<file path="config.mk">
export PLATFORM = sky130hd
export DESIGN_NAME = frame_rate_meter_limiter_unit
export DESIGN_NICKNAME = d
export VERILOG_FILES = /design/src/frml_pkg.sv /design/src/frml_ram.sv /design/src/frame_rate_meter_limiter_unit.sv
export SDC_FILE = /design/constraint.sdc
export NUM_CORES = 1
export LEC_CHECK = 0
export BUFFER_PORTS_ARGS = -buffer_cell sky130_fd_sc_hd__buf_2
export CAP_MARGIN = 20
export CORE_MARGIN = 3
export CORE_UTILIZATION = 45
export DETAILED_ROUTE_END_ITERATION = 8
export SKIP_LAST_GASP = 1
export SYNTH_ARGS = -nofsm -noshare
export SYNTH_HDL_FRONTEND = slang
export SYNTH_SLANG_ARGS = --single-unit
</file>
<file path="constraint.sdc">
create_clock -name clk -period 5.9 [get_ports clk]
set_input_delay 0.295 -clock clk [delete_from_list [all_inputs] [get_ports clk]]
set_output_delay 0.295 -clock clk [all_outputs]
set_load 0.02 [all_outputs]
</file>
<file path="src/frml_pkg.sv">
// Shared types, constants and microcode ROM for the frame rate meter.
// No dependencies.
package frml_pkg;

	localparam int FRAME_W = 16;
	localparam int FPS_W = 22;
	localparam int DELAY_W = 10;
	localparam int RATE_SCALE = 256000;
	localparam int BUDGET_NUM = 1000;
	localparam logic [DELAY_W-1:0] MAX_FPS_RESET = 10'd60;
	localparam logic [FPS_W-1:0] FPS_DEFAULT_Q8 = 22'd15360;
	localparam logic [FPS_W-1:0] FPS_MAX = '1;

	// event word kinds
	localparam logic KIND_BEGIN = 1'b0;
	localparam logic KIND_END   = 1'b1;

	typedef logic [3:0] upc_t;

	typedef enum logic [3:0] {
		OP_NOP,
		OP_ACCEPT,
		OP_PREP,
		OP_RETIRE,
		OP_INSERT,
		OP_DIV_RATE,
		OP_DIV_STEP,
		OP_SET_RATE,
		OP_DIV_BUDGET,
		OP_SET_DELAY,
		OP_PUBLISH
	} op_t;

	typedef enum logic [2:0] {
		C_NONE,
		C_ALWAYS,
		C_NO_END,
		C_DIV_MORE,
		C_OUT_BUSY
	} cond_t;

	typedef struct packed {
		op_t   op;
		cond_t cond;
		upc_t  target;
	} ctl_t;

	localparam upc_t UPC_IDLE      = 4'd0;
	localparam upc_t UPC_PREP      = 4'd1;
	localparam upc_t UPC_RETIRE    = 4'd2;
	localparam upc_t UPC_INSERT    = 4'd3;
	localparam upc_t UPC_DIV_RATE  = 4'd4;
	localparam upc_t UPC_RATE_LOOP = 4'd5;
	localparam upc_t UPC_SET_RATE  = 4'd6;
	localparam upc_t UPC_DIV_BUD   = 4'd7;
	localparam upc_t UPC_BUD_LOOP  = 4'd8;
	localparam upc_t UPC_SET_DELAY = 4'd9;
	localparam upc_t UPC_PUBLISH   = 4'd10;
	localparam upc_t UPC_RETURN    = 4'd11;

	// One control word per step; a true condition jumps to target,
	// otherwise the step counter advances.
	function automatic ctl_t ucode_rom(upc_t addr);
		ctl_t w;
		case (addr)
			UPC_IDLE:      w = '{OP_ACCEPT,     C_NO_END,   UPC_IDLE};
			UPC_PREP:      w = '{OP_PREP,       C_NONE,     UPC_IDLE};
			UPC_RETIRE:    w = '{OP_RETIRE,     C_NONE,     UPC_IDLE};
			UPC_INSERT:    w = '{OP_INSERT,     C_NONE,     UPC_IDLE};
			UPC_DIV_RATE:  w = '{OP_DIV_RATE,   C_NONE,     UPC_IDLE};
			UPC_RATE_LOOP: w = '{OP_DIV_STEP,   C_DIV_MORE, UPC_RATE_LOOP};
			UPC_SET_RATE:  w = '{OP_SET_RATE,   C_NONE,     UPC_IDLE};
			UPC_DIV_BUD:   w = '{OP_DIV_BUDGET, C_NONE,     UPC_IDLE};
			UPC_BUD_LOOP:  w = '{OP_DIV_STEP,   C_DIV_MORE, UPC_BUD_LOOP};
			UPC_SET_DELAY: w = '{OP_SET_DELAY,  C_NONE,     UPC_IDLE};
			UPC_PUBLISH:   w = '{OP_PUBLISH,    C_OUT_BUSY, UPC_PUBLISH};
			UPC_RETURN:    w = '{OP_NOP,        C_ALWAYS,   UPC_IDLE};
			default:       w = '{OP_NOP,        C_ALWAYS,   UPC_IDLE};
		endcase
		return w;
	endfunction

endpackage

</file>
<file path="src/frml_ram.sv">
// Generic simple dual-port RAM with registered read.
// No dependencies.
module frml_ram #(
	parameter int WIDTH = 16,
	parameter int DEPTH = 10,
	localparam int AW = (DEPTH > 1) ? $clog2(DEPTH) : 1
) (
	input  logic             clk,
	input  logic             we,
	input  logic [AW-1:0]    waddr,
	input  logic [WIDTH-1:0] wdata,
	input  logic [AW-1:0]    raddr,
	output logic [WIDTH-1:0] rdata
);

	logic [WIDTH-1:0] mem_q [DEPTH];
	logic [WIDTH-1:0] rdata_q;

	always_ff @(posedge clk) begin
		if (we) begin
			mem_q[waddr] <= wdata;
		end
		rdata_q <= mem_q[raddr];
	end

	assign rdata = rdata_q;

endmodule

</file>
<file path="src/frame_rate_meter_limiter_unit.sv">
// Frame begin word: taken in the idle step, no result. Frame end word: result
// valid after the prepare, retire, insert, rate divide, budget divide, delay and
// publish steps (NUM_W = 22 bits of 256000*WINDOW); no new word is taken until
// the result is published, which waits while the output register is full. The
// shared bit-serial divider is run once for the rate and once for the frame
// budget. arst_n clears control state, the running sum and max_fps (to 60); ring
// contents stay undefined until written. Top level of the frame rate meter and
// limiter. Depends on frml_pkg and frml_ram.
module frame_rate_meter_limiter_unit #(
	parameter int WINDOW = 10,
	parameter int INTERVAL_BITS = 16
) (
	input  logic        clk,
	input  logic        arst_n,
	// event words
	input  logic        in_valid,
	output logic        in_ready,
	input  logic        kind,
	input  logic [31:0] timestamp_ms,
	// result words
	output logic        out_valid,
	input  logic        out_ready,
	output logic [15:0] frame_ms,
	output logic [21:0] fps_q8,
	output logic [9:0]  delay_ms,
	// max_fps register write
	input  logic        cfg_valid,
	output logic        cfg_ready,
	input  logic [9:0]  cfg_data
);

	localparam int SLOT_W = (WINDOW > 1) ? $clog2(WINDOW) : 1;
	localparam int CNT_W  = $clog2(WINDOW + 1);
	localparam int SUM_W  = INTERVAL_BITS + $clog2(WINDOW);
	localparam int DIV_W  = (SUM_W > frml_pkg::DELAY_W) ? SUM_W : frml_pkg::DELAY_W;
	localparam int NUM_W  = $clog2(frml_pkg::RATE_SCALE * WINDOW + 1);
	localparam int QW     = (NUM_W > frml_pkg::FPS_W) ? NUM_W : frml_pkg::FPS_W;
	localparam int DCNT_W = $clog2(NUM_W + 1);
	localparam logic [32:0] LIMIT = (33'd1 << INTERVAL_BITS) - 33'd1;

	// sequencer
	frml_pkg::upc_t upc_q, upc_d;
	frml_pkg::ctl_t ctl;
	logic           cond_true;

	// state
	logic [9:0]               max_fps_q;
	logic [31:0]              begin_q;
	logic [31:0]              ts_q;
	logic [31:0]              last_end_q;
	logic                     seen_end_q;
	logic [SLOT_W-1:0]        slot_q;
	logic [CNT_W-1:0]         filled_q;
	logic [SUM_W-1:0]         sum_q;
	logic [INTERVAL_BITS-1:0] ivl_q;
	logic [15:0]              frame_q;
	logic [21:0]              fps_res_q;
	logic [9:0]               delay_res_q;

	// divider
	logic [NUM_W-1:0]  num_q;
	logic [DIV_W-1:0]  rem_q;
	logic [DIV_W-1:0]  dsor_q;
	logic [DCNT_W-1:0] dcnt_q;
	logic [DIV_W:0]    rem_sh;
	logic              rem_ge;
	logic [DIV_W:0]    rem_sub;

	// output register
	logic        out_valid_q;
	logic [15:0] frame_out_q;
	logic [21:0] fps_out_q;
	logic [9:0]  delay_out_q;

	logic                     in_fire, end_fire, out_free;
	logic [31:0]              diff;
	logic [32:0]              raw33, sat33;
	logic [INTERVAL_BITS-1:0] old_ivl;
	logic [QW-1:0]            quot_x;
	logic [21:0]              fps_val;
	logic [9:0]               budget;
	logic [31:0]              elapsed;
	logic [9:0]               delay_val;
	logic [9:0]               fps_div;

	assign ctl       = frml_pkg::ucode_rom(upc_q);
	assign in_ready  = (ctl.op == frml_pkg::OP_ACCEPT);
	assign in_fire   = in_valid & in_ready;
	assign end_fire  = in_fire & (kind == frml_pkg::KIND_END);
	assign out_free  = !out_valid_q || out_ready;
	assign cfg_ready = 1'b1;

	always_comb begin
		case (ctl.cond)
			frml_pkg::C_NONE:     cond_true = 1'b0;
			frml_pkg::C_ALWAYS:   cond_true = 1'b1;
			frml_pkg::C_NO_END:   cond_true = !end_fire;
			frml_pkg::C_DIV_MORE: cond_true = (dcnt_q != DCNT_W'(1));
			frml_pkg::C_OUT_BUSY: cond_true = !out_free;
			default:              cond_true = 1'b0;
		endcase
		upc_d = cond_true ? ctl.target : upc_q + 4'd1;
	end

	// Interval since previous end, zero on the first end, saturated.
	always_comb begin
		diff  = ts_q - last_end_q;
		raw33 = seen_end_q ? {1'b0, diff} : 33'd0;
		sat33 = (raw33 > LIMIT) ? LIMIT : raw33;
	end

	// One restoring divide step: quotient bits shift into num_q.
	always_comb begin
		rem_sh  = {rem_q, num_q[NUM_W-1]};
		rem_ge  = (rem_sh >= {1'b0, dsor_q});
		rem_sub = rem_sh - {1'b0, dsor_q};
	end

	// Rate: default when the sum is zero, else clamp to the field.
	always_comb begin
		quot_x  = QW'(num_q);
		fps_val = (quot_x > QW'(frml_pkg::FPS_MAX)) ? frml_pkg::FPS_MAX
			: quot_x[21:0];
		if (sum_q == '0) begin
			fps_val = frml_pkg::FPS_DEFAULT_Q8;
		end
	end

	// Limiter delay: budget minus time since begin, floored at zero.
	always_comb begin
		budget    = num_q[9:0];
		elapsed   = ts_q - begin_q;
		delay_val = (elapsed < {22'd0, budget}) ? (budget - elapsed[9:0]) : 10'd0;
		fps_div   = (max_fps_q == 10'd0) ? 10'd1 : max_fps_q;
	end

	frml_ram #(
		.WIDTH(INTERVAL_BITS),
		.DEPTH(WINDOW)
	) u_ring (
		.clk  (clk),
		.we   (ctl.op == frml_pkg::OP_INSERT),
		.waddr(slot_q),
		.wdata(ivl_q),
		.raddr(slot_q),
		.rdata(old_ivl)
	);

	// control state
	always_ff @(posedge clk or negedge arst_n) begin
		if (!arst_n) begin
			upc_q      <= frml_pkg::UPC_IDLE;
			max_fps_q  <= frml_pkg::MAX_FPS_RESET;
			begin_q    <= '0;
			last_end_q <= '0;
			seen_end_q <= 1'b0;
			slot_q     <= '0;
			filled_q   <= '0;
			sum_q      <= '0;
			dcnt_q     <= '0;
			out_valid_q <= 1'b0;
		end else begin
			upc_q <= upc_d;
			if (cfg_valid && cfg_ready) begin
				max_fps_q <= cfg_data;
			end
			if (in_fire && (kind == frml_pkg::KIND_BEGIN)) begin
				begin_q <= timestamp_ms;
			end
			case (ctl.op)
				frml_pkg::OP_PREP: begin
					last_end_q <= ts_q;
					seen_end_q <= 1'b1;
				end
				frml_pkg::OP_RETIRE: begin
					// ring full: the slot about to be overwritten leaves the sum
					if (filled_q == CNT_W'(WINDOW)) begin
						sum_q <= sum_q - SUM_W'(old_ivl);
					end
				end
				frml_pkg::OP_INSERT: begin
					sum_q  <= sum_q + SUM_W'(ivl_q);
					slot_q <= (slot_q == SLOT_W'(WINDOW - 1)) ? '0 : slot_q + 1'b1;
					if (filled_q != CNT_W'(WINDOW)) begin
						filled_q <= filled_q + 1'b1;
					end
				end
				frml_pkg::OP_DIV_RATE: begin
					dcnt_q <= DCNT_W'(NUM_W);
				end
				frml_pkg::OP_DIV_BUDGET: begin
					dcnt_q <= DCNT_W'(NUM_W);
				end
				frml_pkg::OP_DIV_STEP: begin
					dcnt_q <= dcnt_q - 1'b1;
				end
				default: begin
				end
			endcase
			if (ctl.op == frml_pkg::OP_PUBLISH && out_free) begin
				out_valid_q <= 1'b1;
			end else if (out_ready) begin
				out_valid_q <= 1'b0;
			end
		end
	end

	// datapath
	always_ff @(posedge clk) begin
		if (end_fire) begin
			ts_q <= timestamp_ms;
		end
		case (ctl.op)
			frml_pkg::OP_PREP: begin
				ivl_q   <= sat33[INTERVAL_BITS-1:0];
				frame_q <= sat33[15:0];
			end
			frml_pkg::OP_DIV_RATE: begin
				num_q  <= NUM_W'(frml_pkg::RATE_SCALE * int'(filled_q));
				rem_q  <= '0;
				dsor_q <= DIV_W'(sum_q);
			end
			frml_pkg::OP_DIV_BUDGET: begin
				num_q  <= NUM_W'(frml_pkg::BUDGET_NUM);
				rem_q  <= '0;
				dsor_q <= DIV_W'(fps_div);
			end
			frml_pkg::OP_DIV_STEP: begin
				rem_q <= rem_ge ? rem_sub[DIV_W-1:0] : rem_sh[DIV_W-1:0];
				num_q <= {num_q[NUM_W-2:0], rem_ge};
			end
			frml_pkg::OP_SET_RATE: begin
				fps_res_q <= fps_val;
			end
			frml_pkg::OP_SET_DELAY: begin
				delay_res_q <= delay_val;
			end
			default: begin
			end
		endcase
		if (ctl.op == frml_pkg::OP_PUBLISH && out_free) begin
			frame_out_q <= frame_q;
			fps_out_q   <= fps_res_q;
			delay_out_q <= delay_res_q;
		end
	end

	assign out_valid = out_valid_q;
	assign frame_ms  = frame_out_q;
	assign fps_q8    = fps_out_q;
	assign delay_ms  = delay_out_q;

endmodule

</file>
# --- After elaboration in Yosys (flattened, before gate mapping) ---
# Memory sizes are Yosys's and may differ from the RTL's. A register that Yosys moved wholly into a read port is not among the register bits.
# Index checks and enable logic that the tools add are counted.
# Widths: inputs -> output; s select.
totals:
  in_bits: 48
  ff_bits: 303
  romBits: 176
  out_inout_bits: 51
  word_cells: 94
  ramBits: 160
  mem_count: 2
mem_list:
  columns: ["name", "words", "width", "read_ports", "rd_ports_with_merged_regs", "write_ports", "line_no", "source"]
  rows:
  - ["(no name shown)", 16, 11, 1, 0, 0, "frml_pkg.sv:65", "case (addr)"]
  - ["u_ring.mem_q", 10, 16, 1, 1, 1, "frml_ram.sv:16", "logic [WIDTH-1:0] mem_q [DEPTH];"]
op_classes:
  reduce_logical: 17
  addsub: 10
  n_mux: 17
  n_mul: 1
  bitwise: 3
  n_lt_le_gt_ge: 4
  n_eq_ne: 19
ops:
  columns: ["op", "count"]
  rows:
  - ["$pmux 20 s2", 3]
  - ["$pmux 22 s3", 1]
  - ["$sub 32x32->32", 2]
  - ["$mux 20", 2]
  - ["$gt 32x16->1 const B", 1]
  - ["$lt 32x10->1", 1]
  - ["$mux 32", 1]
  - ["$gt 22x22->1 const B", 1]
  - ["$mux 22", 1]
  - ["$ge 21x20->1", 1]
  - ["$add 20x16->20", 1]
  - ["$eq 4x4->1 const B", 5]
  - ["$logic_not 20->1", 1]
  - ["$sub 20x16->20", 1]
  - ["$sub 20x20->20", 1]
  - ["$eq 4x3->1 const B", 4]
  - ["$add 4x1->4 const B", 3]
  - ["$mul 7x4->11 const A", 1]
  - ["$logic_not 10->1", 1]
  - ["$mux 10", 1]
  - ["$pmux 5 s2", 1]
  - ["$sub 10x10->10", 1]
  - ["$eq 4x2->1 const B", 2]
  - ["$mux 4", 2]
  - ["other kinds (19)", 32]

# --- Logic depth before layout (Yosys ltp) ---
# An unclocked memory read counts as a cell.
depth:
  depth_word: 7
  mapped_depth: 22
  ltp_nobuf: 21

# --- Cells and area by module ---
# Synthesis repeated with hierarchy kept, for this count alone.
unflattened:
  cells_unflattened: 2198
  area_unflattened_um2: 25204.2
by_module_without_submodules:
  columns: ["mod", "seq_area_each_um2", "cells_each", "instances", "area_per_inst_um2"]
  rows:
  - ["frame_rate_meter_limiter_unit", 8538.2, 1840, 1, 18491.5]
  - ["frml_ram", 5124.9, 358, 1, 6712.7]

# --- Least setup slack after synthesis ---
# OpenSTA, ideal clock, no wires.
synth_timing:
  path_type: "flip-flop to flip-flop"
  startpoint: "reg upc_q[0]"
  endpoint: "reg sum_q[18]"
  arrival_time_ns: 4.521
  path_stages_with_launch: 22
  path_buffers: 3
  path_slack_ns: 1.254
  period_less_slack_ns: 4.646
  setup_ns: 0.125
  required_ns: 5.775
  path_cell_list: "dfrtp_1 clkbuf_1 inv_1 ha_1 mux2i_1 a22oi_1 or2_2 clkbuf_1 clkbuf_1 nor2_1 a21oi_1 ha_1 nor2b_1 o21ai_0 a21oi_1 or2_2 nand3_1 a31oi_1 a211oi_1 o31ai_1 xor2_1 mux2_2"
synth_via:
  elab_chain_len: 4
  word_cells_on_any_way: 7
  cone_classes: "eq/ne: 3; mux: 1; reduce/logical: 2; memory: 1"
synth_rtl:
  columns: ["item", "line_no", "source"]
  rows:
  - ["start, declared", "frame_rate_meter_limiter_unit.sv:42", "frml_pkg::upc_t upc_q, upc_d;"]
  - ["start signal, assigned", "frame_rate_meter_limiter_unit.sv:152", "upc_q <= frml_pkg::UPC_IDLE;"]
  - ["start signal, assigned", "frame_rate_meter_limiter_unit.sv:163", "upc_q <= upc_d;"]
  - ["$mem_v2 16x11 *", null, null]
  - ["$eq 4x2->1 or $eq 4x3->1 (tied branches)", "frame_rate_meter_limiter_unit.sv:170", "case (ctl.op)"]
  - ["$ne 2x2->1 (no line) or $reduce_bool 2->1 (tied branches)", null, null]
  - ["$reduce_and 2->1 (no line)", null, null]
  - ["end signal, assigned", "frame_rate_meter_limiter_unit.sv:178", "sum_q <= sum_q - SUM_W'(old_ivl);"]
  - ["end signal, assigned", "frame_rate_meter_limiter_unit.sv:182", "sum_q <= sum_q + SUM_W'(ivl_q);"]
  - ["end, declared", "frame_rate_meter_limiter_unit.sv:54", "logic [SUM_W-1:0] sum_q;"]
# Mark *: on every way between the ends. The rest lies on a longest branch, timed or not.
# A chain may end at the register's enable or synchronous reset.

# --- Worst setup path in the final report ---
layout_timing:
  startpoint: "reg ts_q[0]"
  endpoint: "reg delay_res_q[3] (data pin)"
layout_via:
  elab_chain_len: 2
  word_cells_on_any_way: 3
  cone_classes: "add/sub: 2; order compare: 1"
layout_rtl:
  columns: ["item", "line_no", "source"]
  rows:
  - ["start, declared", "frame_rate_meter_limiter_unit.sv:49", "logic [31:0] ts_q;"]
  - ["start signal, assigned", "frame_rate_meter_limiter_unit.sv:211", "ts_q <= timestamp_ms;"]
  - ["$sub 32x32->32 *", "frame_rate_meter_limiter_unit.sv:132", "elapsed = ts_q - begin_q;"]
  - ["$lt 32x10->1 or $sub 10x10->10 (tied branches)", "frame_rate_meter_limiter_unit.sv:133", "delay_val = (elapsed < {22'd0, budget}) ? (budget - elapsed[9:0]) : 10'd0;"]
  - ["end signal, assigned", "frame_rate_meter_limiter_unit.sv:236", "delay_res_q <= delay_val;"]
  - ["end, declared", "frame_rate_meter_limiter_unit.sv:58", "logic [9:0] delay_res_q;"]
# Marked as above.

==> impl_metrics.tcl <==
set metrics [dict create \
    routedWlPerCell_microns 18.99 \
    drt-total-wl_microns 57020 \
    ioPinCount 99 \
    cts_buffer_depth 3 \
    cts_setup_buffers 0 \
    hold_buffers 43 \
    post-route-drc-count 0 \
    syn-cell-area_sq_um 24860 \
    grt_max_degree 61 \
    ant_nets 0 \
    vdd.ir_drop.worst_v 0.0002111 \
    drive_gt1_share_pct 13.49 \
    fin_nets 2470 \
    crit_buf_inv 2 \
    drt_pre_antenna_iters 5 \
    routed-via-count 16510 \
    nFillCells 4710 \
    cts_tree "done" \
    multi_input_area_sq_um 10300 \
    cpMaxStageDelayCell "nor4_2" \
    cts_root_buf "clkbuf_16" \
    ys_ff_latch 479 \
    fin_crit_sh_pct 81.64 \
    initialDrtViolationCount 1081 \
    placementRows 85 \
    portBuffers 97 \
    clk_transition_reported_paths_ns 0.06 \
    finalHoldViolCount 0 \
    start_util_pct 45.83 \
    switchingPower_mw 1.359 \
    finClkSkew_ns 0.02762 \
    post_cts_resize_count 0 \
    gr-usage-all-layers_pct 19.99 \
    finalPower_mw 7.065 \
    hold_path.class "input port to flip-flop" \
    pwr-share-clk_pct 48.1 \
    slew-limit-headroom_pct 30.72 \
    design_area_sq_um 28370 \
    crit_chain "inv_1, ha_1, inv_1, fa_1, a21o_1, a221oi_1, o21ai_1, xor2_1, ha_1, a21o_1, nand2_1, o311a_1, o2111ai_1, nor3_1, nand4b_1, nor4bb_1, nand4_1, nor4_2, and3b_1" \
    worst_setup_path_start_kind "flip-flop" \
    cp_top_family "simple AND/OR/NAND/NOR gates" \
    grt_first_pass_wirelength_microns 91360 \
    seqPwrFrac_pct 50.9 \
    p_leak_nw 10.73 \
    min_period_ns 4.817 \
    drv_cap 0 \
    max_stage_delay_ns 0.63 \
    drt-vias-per-instance 5.500 \
    synth_ff_type "edfxtp_1" \
    cts_max_level 2 \
    cts_buffers 51 \
    internal_power_mw 5.706 \
    dp_hpwl_microns 40320 \
    path_max_fanout 10 \
    mostFrequentLayoutCell "edfxtp_1" \
    power.density_nw_per_um2 249.0 \
    clkSinkCount 479 \
    setup_tns_ns 0 \
    clk_latency_ns 0.59 \
    avgSynthCellArea_sq_um 11.70 \
    die_x_microns 241.0 \
    synth_edf_count 350 \
    die_h_microns 241.0 \
    status "completed" \
    crit_type "flip-flop to flip-flop" \
    syn-num-nets 2329 \
    antenna_found_initial 2 \
    first_global_vias 16700 \
    synthToLayoutAreaGrowth_pct 14.13 \
    comb_power_share_pct 1.0 \
    fmax_mhz 207.6 \
    async_flop_share_pct 23.59 \
    place_area_sq_um 26150 \
    finalSetupViolations 0 \
    cp.arrival_ns 5.28 \
    layout_common_cells "350 x edfxtp_1, 169 x inv_1, 156 x nand2_1, 152 x nor2_1, 148 x a21oi_1" \
    ys.warnings.count 0 \
    switching_share_pct 19.23 \
    required_ns 6.36 \
    syn_inst 2124 \
    worstSetupEndpointType "flip-flop" \
    grt_overflow_total 0 \
    regArea_sq_um 13670 \
    place.gp.congestion 0.8874 \
    tightestPinTransition_ns 1.036 \
    grt_setup_unrepaired "false" \
    slew_violations 0 \
    core-area_sq_um 54240 \
    ys_seq_area_share_pct 54.97 \
    die_area_sq_um 58100 \
    yosysUniqueCellTypes 89 \
]
## synth_stat cells, types with 9 or more instances
master    number  area [sq um]
or2_2         16         100.1
nand4_1       12         75.07
or3_1         13         81.33
xnor2_1       52         455.4
inv_1        169         634.4
mux2i_1       38         380.4
mux4_2        32         720.7
and3_1        12         75.07
o21ai_1        9         45.04
a21oi_1      149         745.7
nor3_1        25         125.1
nand2b_1      21         131.4
edfxtp_1     350         10510
nor2b_1       50         312.8
clkbuf_1      62         232.7
a211oi_1      31         232.7
nand2_1      156         585.6
o21ai_0      114         570.6
fa_1          12         240.2
nor2_1       155         581.8
and2_1        12         75.07
a31oi_1       17         106.4
dfrtp_1      109          2728
ha_1         145          1814
o31ai_1       10         75.07
xor2_1        55         481.7
dfxtp_1       16         320.3
a22o_1        12         105.1
nand3_1       22         110.1
nor4_1        13         81.33
o22ai_1       11         68.82
mux2_2        27         304.0
o211ai_1      16         120.1
o21bai_1      10         75.07
a21o_1        38         285.3
o21a_1        30         225.2
## final cells by class
type                            count  area share, %
Sequential cell                   479          48.17
Multi-Input combinational cell   1397          36.29
Clock buffer                       62          4.794
Timing Repair Buffer              165          3.899
Tap cell                          696          3.069
Inverter                          171          2.262
Clock inverter                     31          1.504
Antenna cell                        1       0.008820
## sequential cells by signal (all words and copies together), names as in the netlist, 20 cells and up
register,flops
dsor_q,20
u_ring.mem_q,160
ts_q,32
fps_q8,22
num_q,22
begin_q,32
fps_res_q,22
sum_q,20
rem_q,20
last_end_q,32
## cell families after synthesis
group,synth area share (%)
AND/OR/NAND/NOR,10.35
flip-flops,54.97
buffers and inverters,3.961
AO/OA/AOI/OAI,13.02
multiplexers,5.653
adder cells (fa/ha/maj),8.265
other,0.01509
XOR/XNOR,3.770
## worst paths after layout
| kind | from | to | slack, ns | cells after the start |
|---|---|---|---|---|
| max | ts_q[0] | delay_res_q[3] | 1.08 | 19 |
| min | cfg_valid | max_fps_q[3] | 0.16 | 2 |
| max reg2reg | ts_q[0] | delay_res_q[3] | 1.08 | 19 |
| min reg2reg | fps_res_q[20] | fps_q8[20] | 0.41 | 0 |
| max in group asynchronous | arst_n | slot_q[0] | 4.17 | 3 |
| min in group asynchronous | arst_n | last_end_q[26] | 0.32 | 2 |
## worst register-to-register path, stage by stage, from the launching register on
cell	delay (ns)
edfxtp_1	0.37
inv_1	0.09
ha_1	0.18
inv_1	0.06
fa_1	0.40
a21o_1	0.21
a221oi_1	0.42
o21ai_1	0.19
xor2_1	0.24
ha_1	0.33
a21o_1	0.20
nand2_1	0.08
o311a_1	0.16
o2111ai_1	0.13
nor3_1	0.21
nand4b_1	0.12
nor4bb_1	0.28
nand4_1	0.14
nor4_2	0.63
and3b_1	0.26
## per-stage QoR
step                hold slack, ns  worst slack [ns]  utilization [%]  instances
finish                      0.1633             1.083            52.31       3002
global route                0.1414            0.5503            52.31       3002
CTS                         0.1023             1.083            52.30       3001
detailed placement          0.4045             1.107            48.21       2865
global placement            0.4048             1.306            48.21       2865
floorplan               -0.0005911             1.254                -       2124
## power groups by stage
stage	Sequential, mW	Clock [mW]	Combinational [mW]
CTS	3.59	3.49	0.0727
global placement	3.66	0	0.0490
global route	3.59	3.63	0.0791
detailed placement	3.66	0	0.0497
finish	3.60	3.40	0.0713
floorplan	3.66	0	0.0114
## routing by layer
layer  part of all wire [%]  track usage, %  wire (microns)
met1                     45           26.03           25400
met2                     48           34.14           27530
met3                    3.8           2.880            2168
met4                    3.3           7.405            1904
met5                  0.023               0              13
(Power assumes the default switching activity.)
